===== config.mk =====
export PLATFORM = sky130hd
export DESIGN_NAME = adc_calibrated_conductance_smoother_unit
export DESIGN_NICKNAME = d
export VERILOG_FILES = /design/src/rtl/accs_pkg.sv /design/src/rtl/adc_calibrated_conductance_smoother_unit.sv
export SDC_FILE = /design/constraint.sdc
export NUM_CORES = 1
export LEC_CHECK = 0
export CAP_MARGIN = 30
export CORE_ASPECT_RATIO = 2
export CORE_MARGIN = 3
export CORE_UTILIZATION = 60
export CTS_CLUSTER_DIAMETER = 200
export DETAILED_ROUTE_END_ITERATION = 6
export DONT_BUFFER_PORTS = 1
export GPL_ROUTABILITY_DRIVEN = 0
export GPL_TIMING_DRIVEN = 0
export PLACE_DENSITY = 0.86
export SKIP_LAST_GASP = 1
export SLEW_MARGIN = 40
export SYNTH_ARGS = -nofsm -noshare
export SYNTH_HDL_FRONTEND = slang
export SYNTH_SLANG_ARGS = --single-unit
export TNS_END_PERCENT = 5

===== constraint.sdc =====
create_clock -name aclk -period 8.4 [get_ports aclk]
set_input_delay 1.26 -clock aclk [delete_from_list [all_inputs] [get_ports aclk]]
set_output_delay 1.26 -clock aclk [all_outputs]
set_load 0.1 [all_outputs]

===== src/rtl/accs_pkg.sv =====
// shared constants and calibration tables for the conductance smoother
package accs_pkg;

    localparam int CODE_W      = 10;
    localparam int ADC_BITS    = 10;
    localparam int NUM_POINTS  = 8;
    localparam int NUM_SEG     = NUM_POINTS - 1;
    localparam int COND_W      = 15;
    localparam int WEIGHT_W    = 16;
    localparam int CFG_DATA_W  = 16;
    localparam int CFG_INDEX_W = 2;
    localparam int KNOT_W      = ADC_BITS;
    localparam int CMP_W       = (KNOT_W > CODE_W) ? KNOT_W : CODE_W;
    localparam int SLOPE_W     = 24;
    localparam int PROD_W      = SLOPE_W + WEIGHT_W;
    localparam int PT_W        = $clog2(NUM_POINTS);
    localparam int SEG_W       = (NUM_SEG > 1) ? $clog2(NUM_SEG) : 1;
    localparam int FRAC_W      = 16;
    localparam int STEP_SHIFT  = 8;

    localparam int unsigned FULL_SCALE_MV = 3300;
    localparam int unsigned FULL_CODE     = (2 ** ADC_BITS) - 1;
    localparam int unsigned KNOT_DIV      = 2 * FULL_SCALE_MV;

    localparam logic [CODE_W-1:0] CODE_MASK =
        (ADC_BITS >= CODE_W) ? {CODE_W{1'b1}} : CODE_W'(FULL_CODE);

    typedef enum logic [CFG_INDEX_W-1:0] {
        REG_SMOOTHING_WEIGHT = 2'd0,
        REG_VALID_MIN_CODE   = 2'd1,
        REG_VALID_MAX_CODE   = 2'd2
    } cfg_reg_t;

    localparam logic [WEIGHT_W-1:0] WEIGHT_RESET  = 16'd6554;
    localparam logic [CODE_W-1:0]   VALID_MIN_RST = 10'd16;
    localparam logic [CODE_W-1:0]   VALID_MAX_RST = 10'd325;

    typedef logic [KNOT_W-1:0]  knot_t;
    typedef logic [COND_W-1:0]  cond_t;
    typedef logic [SLOPE_W-1:0] slope_t;

    localparam int unsigned KNOT_MV [NUM_POINTS] =
        '{100, 300, 500, 700, 850, 920, 970, 1000};

    localparam cond_t KNOT_COND [NUM_POINTS] =
        '{15'd20480, 15'd10240, 15'd5120, 15'd2048, 15'd1024, 15'd512, 15'd205, 15'd102};

    // millivolts to converter code, rounded half up
    function automatic int unsigned knot_code(int unsigned idx);
        return (KNOT_MV[idx] * FULL_CODE * 2 + FULL_SCALE_MV) / KNOT_DIV;
    endfunction

    function automatic int unsigned seg_len(int unsigned idx);
        return knot_code(idx + 1) - knot_code(idx);
    endfunction

    function automatic int unsigned seg_den(int unsigned idx);
        return (seg_len(idx) == 0) ? 1 : seg_len(idx);
    endfunction

    function automatic int unsigned seg_span(int unsigned idx);
        int unsigned a;
        int unsigned b;
        a = int'(KNOT_COND[idx]);
        b = int'(KNOT_COND[idx + 1]);
        return (a >= b) ? (a - b) : (b - a);
    endfunction

    function automatic cond_t cond_max();
        cond_t m;
        m = KNOT_COND[0];
        for (int i = 1; i < NUM_POINTS; i++) begin
            if (KNOT_COND[i] > m) begin
                m = KNOT_COND[i];
            end
        end
        return m;
    endfunction

    localparam knot_t KNOT_CODE [NUM_POINTS] = '{
        KNOT_W'(knot_code(0)), KNOT_W'(knot_code(1)), KNOT_W'(knot_code(2)),
        KNOT_W'(knot_code(3)), KNOT_W'(knot_code(4)), KNOT_W'(knot_code(5)),
        KNOT_W'(knot_code(6)), KNOT_W'(knot_code(7))
    };

    // segment slope magnitude, Q.8, rounded
    localparam slope_t SEG_SLOPE [NUM_SEG] = '{
        SLOPE_W'((seg_span(0) * 256 + seg_len(0) / 2) / seg_den(0)),
        SLOPE_W'((seg_span(1) * 256 + seg_len(1) / 2) / seg_den(1)),
        SLOPE_W'((seg_span(2) * 256 + seg_len(2) / 2) / seg_den(2)),
        SLOPE_W'((seg_span(3) * 256 + seg_len(3) / 2) / seg_den(3)),
        SLOPE_W'((seg_span(4) * 256 + seg_len(4) / 2) / seg_den(4)),
        SLOPE_W'((seg_span(5) * 256 + seg_len(5) / 2) / seg_den(5)),
        SLOPE_W'((seg_span(6) * 256 + seg_len(6) / 2) / seg_den(6))
    };

    localparam cond_t COND_MAX = cond_max();

endpackage


===== src/rtl/adc_calibrated_conductance_smoother_unit.sv =====
// top level: adc window check, calibration interpolation and moving average
//
//  channel  | handshake           | payload
//  ---------+---------------------+--------------------------------------------------
//  input    | s_valid / s_ready   | s_adc_code
//  result   | m_valid / m_ready   | m_sensor_present, m_raw_conductance,
//           |                     | m_smoothed_conductance
//  config   | cfg_wr_en           | cfg_index, cfg_data
//
// a present sample goes through lookup, segment multiply, raw, difference, average
// multiply and update, an absent one from lookup to output; one 24x16 multiplier
// serves segment product and average update. one transaction is in work at a time.
// synchronous active-low reset clears the sequencer, the average and the result valid.
// a stalled result holds in the output register while the next sample is accepted.
module adc_calibrated_conductance_smoother_unit (
    input  logic                            aclk,
    input  logic                            aresetn,
    input  logic                            s_valid,
    output logic                            s_ready,
    input  logic [accs_pkg::CODE_W-1:0]     s_adc_code,
    output logic                            m_valid,
    input  logic                            m_ready,
    output logic                            m_sensor_present,
    output logic [accs_pkg::COND_W-1:0]     m_raw_conductance,
    output logic [accs_pkg::COND_W-1:0]     m_smoothed_conductance,
    input  logic                            cfg_wr_en,
    input  logic [accs_pkg::CFG_INDEX_W-1:0] cfg_index,
    input  logic [accs_pkg::CFG_DATA_W-1:0] cfg_data
);
    import accs_pkg::*;

    typedef enum logic [2:0] {
        S_IDLE,
        S_LOOKUP,
        S_MUL_SEG,
        S_RAW,
        S_DIFF,
        S_MUL_EMA,
        S_UPDATE,
        S_OUT
    } state_t;

    state_t                 state_reg;
    logic [CODE_W-1:0]      code_reg;
    logic                   present_reg;
    cond_t                  c1_reg;
    cond_t                  span_reg;
    logic                   rising_reg;
    slope_t                 slope_reg;
    logic [CMP_W-1:0]       d_reg;
    logic [PROD_W-1:0]      prod_reg;
    cond_t                  raw_reg;
    logic                   neg_reg;
    cond_t                  mag_reg;
    cond_t                  avg_reg;
    logic [WEIGHT_W-1:0]    weight_reg;
    logic [CODE_W-1:0]      vmin_reg;
    logic [CODE_W-1:0]      vmax_reg;
    logic                   m_valid_reg;
    logic                   m_present_reg;
    cond_t                  m_raw_reg;
    cond_t                  m_smooth_reg;

    // segment lookup
    logic [CMP_W-1:0]       code_ext;
    logic                   present;
    logic                   seg_hit;
    logic [SEG_W-1:0]       seg_idx;
    logic [PT_W-1:0]        seg_lo;
    logic [PT_W-1:0]        seg_hi;
    cond_t                  c1_next;
    cond_t                  span_next;
    logic                   rising_next;
    slope_t                 slope_next;
    logic [CMP_W-1:0]       d_next;

    always_comb begin
        code_ext = CMP_W'(code_reg);
        present  = (code_reg > vmin_reg) && (code_reg < vmax_reg);
        seg_hit  = 1'b0;
        seg_idx  = '0;
        for (int i = NUM_SEG - 1; i >= 0; i--) begin
            if ((KNOT_CODE[i+1] > KNOT_CODE[i]) && (code_ext >= CMP_W'(KNOT_CODE[i]))
                    && (code_ext < CMP_W'(KNOT_CODE[i+1]))) begin
                seg_hit = 1'b1;
                seg_idx = SEG_W'(i);
            end
        end
        seg_lo = PT_W'(seg_idx);
        seg_hi = PT_W'(seg_idx) + PT_W'(1);
        if (code_ext <= CMP_W'(KNOT_CODE[0])) begin
            c1_next     = KNOT_COND[0];
            span_next   = '0;
            rising_next = 1'b0;
            slope_next  = '0;
            d_next      = '0;
        end else if ((code_ext >= CMP_W'(KNOT_CODE[NUM_POINTS-1])) || !seg_hit) begin
            c1_next     = KNOT_COND[NUM_POINTS-1];
            span_next   = '0;
            rising_next = 1'b0;
            slope_next  = '0;
            d_next      = '0;
        end else begin
            c1_next     = KNOT_COND[seg_lo];
            rising_next = KNOT_COND[seg_hi] > KNOT_COND[seg_lo];
            span_next   = rising_next ? (KNOT_COND[seg_hi] - KNOT_COND[seg_lo])
                                      : (KNOT_COND[seg_lo] - KNOT_COND[seg_hi]);
            slope_next  = SEG_SLOPE[seg_idx];
            d_next      = code_ext - CMP_W'(KNOT_CODE[seg_lo]);
        end
    end

    // shared multiplier
    logic [SLOPE_W-1:0]     mul_a;
    logic [WEIGHT_W-1:0]    mul_b;
    logic [PROD_W-1:0]      mul_p;

    always_comb begin
        if (state_reg == S_MUL_SEG) begin
            mul_a = slope_reg;
            mul_b = WEIGHT_W'(d_reg);
        end else begin
            mul_a = SLOPE_W'(mag_reg);
            mul_b = weight_reg;
        end
        mul_p = PROD_W'(mul_a) * PROD_W'(mul_b);
    end

    // rounding, clamp to segment, average update
    logic [PROD_W-1:0]      step_full;
    cond_t                  step_c;
    cond_t                  raw_next;
    logic [COND_W:0]        diff;
    logic [PROD_W-1:0]      ema_sum;
    cond_t                  delta;
    cond_t                  avg_next;

    always_comb begin
        step_full = (prod_reg + PROD_W'(128)) >> STEP_SHIFT;
        step_c    = (step_full > PROD_W'(span_reg)) ? span_reg : step_full[COND_W-1:0];
        raw_next  = rising_reg ? (c1_reg + step_c) : (c1_reg - step_c);
        diff      = {1'b0, raw_reg} - {1'b0, avg_reg};
        ema_sum   = neg_reg ? (prod_reg + PROD_W'((2 ** FRAC_W) - 1)) : prod_reg;
        delta     = ema_sum[FRAC_W +: COND_W];
        avg_next  = neg_reg ? (avg_reg - delta) : (avg_reg + delta);
    end

    always_ff @(posedge aclk) begin
        if (!aresetn) begin
            state_reg   <= S_IDLE;
            avg_reg     <= '0;
            weight_reg  <= WEIGHT_RESET;
            vmin_reg    <= VALID_MIN_RST;
            vmax_reg    <= VALID_MAX_RST;
            m_valid_reg <= 1'b0;
        end else begin
            if (cfg_wr_en) begin
                case (cfg_index)
                    REG_SMOOTHING_WEIGHT: weight_reg <= cfg_data;
                    REG_VALID_MIN_CODE:   vmin_reg   <= cfg_data[CODE_W-1:0];
                    REG_VALID_MAX_CODE:   vmax_reg   <= cfg_data[CODE_W-1:0];
                    default: ;
                endcase
            end
            if (m_valid_reg && m_ready && (state_reg != S_OUT)) begin
                m_valid_reg <= 1'b0;
            end
            case (state_reg)
                S_IDLE: begin
                    if (s_valid) begin
                        code_reg  <= s_adc_code & CODE_MASK;
                        state_reg <= S_LOOKUP;
                    end
                end
                S_LOOKUP: begin
                    present_reg <= present;
                    c1_reg      <= c1_next;
                    span_reg    <= span_next;
                    rising_reg  <= rising_next;
                    slope_reg   <= slope_next;
                    d_reg       <= d_next;
                    raw_reg     <= '0;
                    state_reg   <= present ? S_MUL_SEG : S_OUT;
                end
                S_MUL_SEG: begin
                    prod_reg  <= mul_p;
                    state_reg <= S_RAW;
                end
                S_RAW: begin
                    raw_reg   <= raw_next;
                    state_reg <= S_DIFF;
                end
                S_DIFF: begin
                    neg_reg   <= diff[COND_W];
                    mag_reg   <= diff[COND_W] ? COND_W'(-diff) : diff[COND_W-1:0];
                    state_reg <= S_MUL_EMA;
                end
                S_MUL_EMA: begin
                    prod_reg  <= mul_p;
                    state_reg <= S_UPDATE;
                end
                S_UPDATE: begin
                    avg_reg   <= avg_next;
                    state_reg <= S_OUT;
                end
                S_OUT: begin
                    if (!m_valid_reg || m_ready) begin
                        m_valid_reg   <= 1'b1;
                        m_present_reg <= present_reg;
                        m_raw_reg     <= raw_reg;
                        m_smooth_reg  <= avg_reg;
                        state_reg     <= S_IDLE;
                    end
                end
                default: state_reg <= S_IDLE;
            endcase
        end
    end

    assign s_ready                = (state_reg == S_IDLE);
    assign m_valid                = m_valid_reg;
    assign m_sensor_present       = m_present_reg;
    assign m_raw_conductance      = m_raw_reg;
    assign m_smoothed_conductance = m_smooth_reg;

    a_out_from_seq: assert property (@(posedge aclk) disable iff (!aresetn)
        $rose(m_valid_reg) |-> $past(state_reg == S_OUT))
        else $error("result raised outside output step");

    a_absent_raw_zero: assert property (@(posedge aclk) disable iff (!aresetn)
        (m_valid_reg && !m_present_reg) |-> (m_raw_reg == '0))
        else $error("absent sample with nonzero raw conductance");

    a_raw_in_range: assert property (@(posedge aclk) disable iff (!aresetn)
        m_valid_reg |-> ((m_raw_reg <= COND_MAX) && (m_smooth_reg <= COND_MAX)))
        else $error("conductance beyond calibration range");

    a_avg_moves_on_update: assert property (@(posedge aclk) disable iff (!aresetn)
        !$stable(avg_reg) |-> $past(state_reg == S_UPDATE))
        else $error("average changed outside update step");

endmodule


Yosys cells after proc, flatten, opt, wreduce, memory -nomap -nowiden
Memory sizes are Yosys's and may differ from the RTL's. A register that Yosys moved wholly into a read port is not among the register bits.
Index checks and enable logic that the tools add are counted.
{"block": "totals", "elab_cells": 139, "register_bits": 209, "mem_bits_ro": 512, "out_inout_bits": 33, "n_memories": 4, "inputBits": 33}
{"memory": "(name not given)", "depth": 8, "width": 24, "read_ports": 1, "rd_ports_with_merged_regs": 1, "wr": 0, "line_no": "adc_calibrated_conductance_smoother_unit.sv:108", "rtl": "slope_next = SEG_SLOPE[seg_idx];"}
{"memory": "(name not given)", "depth": 8, "width": 15, "read_ports": 1, "rd_ports_with_merged_regs": 0, "wr": 0, "line_no": "adc_calibrated_conductance_smoother_unit.sv:107", "rtl": ": (KNOT_COND[seg_lo] - KNOT_COND[seg_hi]);"}
{"memory": "(name not given)", "depth": 8, "width": 15, "read_ports": 1, "rd_ports_with_merged_regs": 0, "wr": 0, "line_no": "adc_calibrated_conductance_smoother_unit.sv:107"}
{"memory": "(name not given)", "depth": 8, "width": 10, "read_ports": 1, "rd_ports_with_merged_regs": 0, "wr": 0, "line_no": "adc_calibrated_conductance_smoother_unit.sv:109", "rtl": "d_next = code_ext - CMP_W'(KNOT_CODE[seg_lo]);"}
{"block": "op_classes", "n_lt_le_gt_ge": 22, "n_reduce_logical": 29, "mul": 1, "eq_ne": 12, "n_mux": 37, "addsub": 12, "n_bitwise": 2}
{"op": "$mux W15", "count": 10}
{"op": "$sub A15 B15 Y15", "count": 4}
{"op": "$add A40 B8 Y40 const B", "count": 1}
{"op": "$ge A10 B9 Y1 const B", "count": 4}
{"op": "$lt A10 B9 Y1 const B", "count": 4}
{"op": "$mul A24 B16 Y40", "count": 1}
{"op": "$gt A32 B15 Y1", "count": 1}
{"op": "$add A31 B16 Y31 const B", "count": 1}
{"op": "$mux W31", "count": 1}
{"op": "$add A15 B15 Y15", "count": 2}
{"op": "$mux W3", "count": 10}
{"op": "$pmux W15 S2", "count": 1}
{"op": "$mux W24", "count": 1}
{"op": "$pmux W3 S8", "count": 1}
{"op": "$ge A10 B8 Y1 const B", "count": 2}
{"op": "$lt A10 B8 Y1 const B", "count": 2}
{"op": "$mux W10", "count": 2}
{"op": "$mux W16", "count": 1}
{"op": "$reduce_and A2 Y1", "count": 8}
{"op": "$sub A15 B15 Y16", "count": 1}
{"op": "$gt A15 B15 Y1", "count": 1}
{"op": "$neg A15 Y15", "count": 1}
{"op": "$eq A3 B3 Y1 const B", "count": 4}
{"op": "$ge A10 B5 Y1 const B", "count": 1}
{"op": "24 further kinds", "count": 50}

Longest topological paths before layout
{"block": "depth", "ltp_word": 16, "depth_mapped": 33}

Worst setup path after synthesis
No wires, ideal clock.
{"block": "synth_path", "path_kind": "reg2reg", "from": "register state_reg[1]", "to": "register prod_reg[32] (data pin)", "setup_ns": 0.269, "required_time_ns": 8.131, "n_path_buf": 3, "t_arrival_ns": 7.491, "period_less_slack_ns": 7.760, "stages_incl_launch_ff": 27, "path_slack_ns": 0.640, "path_cell_list": "dfxtp_1 -> clkbuf_1 -> nor3b_1 -> clkbuf_1 -> mux2i_1 -> clkbuf_1 -> nor2_1 -> fa_1 -> inv_1 -> fa_1 -> fa_1 -> fa_1 -> inv_1 -> fa_1 -> inv_1 -> fa_1 -> inv_1 -> ha_1 -> a2111oi_0 -> o2bb2ai_1 -> a21oi_1 -> a2bb2oi_1 -> a31oi_1 -> o21a_1 -> a21oi_1 -> a2111oi_0 -> nor3_1"}
{"block": "synth_via", "elab_chain_len": 3}
{"element": "start: declaration", "line_no": "adc_calibrated_conductance_smoother_unit.sv:43", "rtl": "state_t state_reg;"}
{"element": "start signal: assignment", "line_no": "adc_calibrated_conductance_smoother_unit.sv:183", "rtl": "state_reg <= present ? S_MUL_SEG : S_OUT;"}
{"element": "$eq A3 B2 Y1 *", "line_no": "adc_calibrated_conductance_smoother_unit.sv:119", "rtl": "if (state_reg == S_MUL_SEG) begin"}
{"element": "$mux W24 / $mux W16 (equally long branches)", "line_no": "adc_calibrated_conductance_smoother_unit.sv:119"}
{"element": "$mul A24 B16 Y40 *", "line_no": "adc_calibrated_conductance_smoother_unit.sv:126", "rtl": "mul_p = PROD_W'(mul_a) * PROD_W'(mul_b);"}
{"element": "net mul_p[32]", "line_no": "adc_calibrated_conductance_smoother_unit.sv:116", "rtl": "logic [PROD_W-1:0] mul_p;"}
{"element": "end signal: assignment", "line_no": "adc_calibrated_conductance_smoother_unit.sv:186", "rtl": "prod_reg <= mul_p;"}
{"element": "end signal: assignment", "line_no": "adc_calibrated_conductance_smoother_unit.sv:199", "rtl": "prod_reg <= mul_p;"}
{"element": "end: declaration", "line_no": "adc_calibrated_conductance_smoother_unit.sv:51", "rtl": "logic [PROD_W-1:0] prod_reg;"}
Mark *: on every way through the listed nets, which the timed path passes. The rest lies on a longest branch.
A chain may end at the register's enable or synchronous reset.

Final worst setup path
Same ends and word-level chain as after synthesis.

==> flow_summary.yaml <==
status:
  outcome: "finished clean"
yosys:
  syn-cell-area_sq_mm: 0.0227
  synthTopCellsByCount: "nand2_1 (359), inv_1 (354), ha_1 (225)"
  synth_flop_cell: "edfxtp_1"
  synth-seq-area-share_pct: 25.7
  ys_types: 90
  yosys.area.top_type: "edfxtp_1"
  syn_inst: 2529
  synthTopCellsByArea: "edfxtp_1 (21%), fa_1 (18%), ha_1 (12%)"
  synth.top_cell.area_share_pct: 20.8
  synth-seq-cells: 212
  synth.most_common_cell: "nand2_1"
  synthArstFlopShare_pct: 0
  yosysWarnings: 0
  avgSynthCellArea_sq_um: 8.96
  synth-edff-count: 157
final_layout:
  drive_above_1_share_pct: 5.44
  antenna_cells: 0
  area_growth_pct: 8.21
  largest_reg_flops: 35
  final_nets: 3033
  final_core_util_pct: 65.8
hold_path:
  hold_path_class: "flip-flop to flip-flop"
  worstHoldPathCells: 2
  min_to: "vmax_reg[7]"
  min_from: "vmax_reg[7]"
setup_path:
  reg2regPathDepth: 25
  cp-start-kind: "flip-flop"
  r2r_start: "state_reg[1]"
  critPathMaxFanout: 10
  rrSetupSlack_ns: 0.17
  critPathKind: "flip-flop to flip-flop"
  r2r-end: "prod_reg[32]"
  critPathArrivalTime_ns: 8.49
  crit_path_end_kind: "flip-flop"
  cp_data_required_time_ns: 8.66
clock_network:
  clkLatencyLatePin_ns: 0.52
  clock-sinks: 212
  cts_tree: "yes"
  htree_levels: 1
  cts_buffers: 22
  clockRootBuffer: "clkbuf_16"
  clk_path_buf_depth: 3
  clk_pin_slew_ns: 0.06
global_routing:
  grt_max_degree: 26
  grt-ovfl-total: 0
  grt_usage_pct: 32.9
  antenna_found_initial: 0
  grt_pass1_wl_mm: 104
  grt_pass1_vias: 20628
placement:
  dp_hpwl_mm: 53.0
  place_ws_ns: -1.25
  numPortBuffers: 0
floorplan:
  fp.dieW_microns: 143
  coreArea_sq_mm: 0.0373
  io-pin-count: 66
  dieArea_sq_mm: 0.0403
  num_rows: 100
  start_util_pct: 60.8
  die_h_microns: 281
detailed_routing:
  vias: 19587
  avgViaCountPerCell: 6.42
  ant_nets: 0
  drcViolationCount: 0
  drt_iter0_drc: 1572
  drt-total-wl_mm: 66.6
  drt_pass1_iterations: 7
  wl_per_cell_microns: 21.8
sta:
  slew_violations: 0
  finClkSkew_ns: 0.00913
  setup_viol: 0
  min_period_ns: 8.23
  grt_setup_unrepaired: "true"
  setup_slack_ns: 0.168
  max_freq_mhz: 121
  finalHoldViolCount: 0
  worst_pin_slew_ns: 0.900
  maxSlewHeadroom_pct: 40.1
  post-route-period-util_pct: 98.0
job:
  maxCapViolations: 0
==> area by class of cell <==
type                            count  area (sq um)
Buffer                             80           340
Timing Repair Buffer               20           358
Fill cell                        2765         12800
Sequential cell                   212          5820
Inverter                          355          1330
Multi-Input combinational cell   1884         15400
Clock inverter                     11           103
Clock buffer                       29           618
Tap cell                          459           574
==> worst max-delay path by stage <==
stage	start	end	slack [ns]	cells past startpoint
5_1_grt	state_reg[1]	prod_reg[32]	-0.06	25
4_1_cts	state_reg[1]	prod_reg[32]	0.05	25
6_report	state_reg[1]	prod_reg[32]	0.17	25
2_1_floorplan	state_reg[1]	prod_reg[32]	0.64	26
3_5_place_dp	state_reg[1]	prod_reg[32]	-1.25	26
3_3_place_gp	state_reg[1]	prod_reg[33]	-0.90	26
==> layout by cell type (no fill, tap or decap), types with 28 or more instances in the layout <==
| master | count |
|---|---|
| a21o_1 | 45 |
| a21oi_1 | 120 |
| and3_1 | 64 |
| clkbuf_1 | 55 |
| dfxtp_1 | 53 |
| edfxtp_1 | 157 |
| fa_1 | 200 |
| ha_1 | 225 |
| inv_1 | 354 |
| mux2i_1 | 31 |
| nand2_1 | 358 |
| nand3_1 | 54 |
| nor2_1 | 197 |
| nor3_1 | 28 |
| o21ai_0 | 68 |
| xnor2_1 | 95 |
| xor2_1 | 42 |
==> cell families (layout without fill, tap and decap cells) <==
kind of cell | after synthesis | after routing | share of synthesized area (%)
xor gates and xnor gates | 137 | 137 | 5.30
other | 2 | 7 | 0.0331
AOI/OAI and AO/OA | 412 | 412 | 12.0
DFF | 212 | 212 | 25.7
buffers and inverters | 438 | 495 | 7.35
and+or+nand+nor | 861 | 861 | 17.7
adders and majority gates | 425 | 425 | 30.1
muxes | 42 | 42 | 1.87
==> critical path: stages (launching register included) <==
cell,delay [ns]
dfxtp_2,0.43
nor3b_4,0.32
clkbuf_4,0.29
mux2i_4,0.40
buf_2,0.34
nor2_1,0.11
fa_1,0.57
inv_1,0.06
fa_1,0.58
fa_1,0.45
fa_1,0.52
inv_1,0.07
fa_1,0.53
inv_1,0.07
fa_1,0.54
inv_1,0.04
ha_1,0.37
a2111oi_2,0.50
o2bb2ai_1,0.18
a21oi_2,0.09
a2bb2oi_1,0.22
a31oi_2,0.35
o21a_1,0.24
a21oi_1,0.16
a2111oi_2,0.40
nor3_1,0.11
==> through the flow <==
stage	hold WS (ns)	instances	area [sq um]	setup TNS, ns
2_1_floorplan	0.400	2534	22700	0
3_3_place_gp	0.444	2993	23300	-6.19
3_5_place_dp	0.448	3009	23600	-8.40
4_1_cts	0.461	3046	24400	0
5_1_grt	0.476	3050	24500	-0.0657
6_report	0.461	3050	24500	0
==> layer usage <==
layer / vias up / routed length, microns / global-route usage, %
li1: 8594 / - / -
met5: - / 0 / 0
met3: 515 / 5450 / 5.50
met2: 1287 / 33700 / 58.4
met4: 0 / 7640 / 28.9
met1: 9191 / 19700 / 31.9
==> timing repair <==
item,CTS,global route
hold buffers,0,0
endpoints found under the setup margin,20,7
gates cloned,0,0
buffers inserted,0,1
resized for setup,27,16
pin swaps,0,0
Power is not shown: default switching activity piles up to over one toggle a cycle in this logic, so the estimate is an artifact.
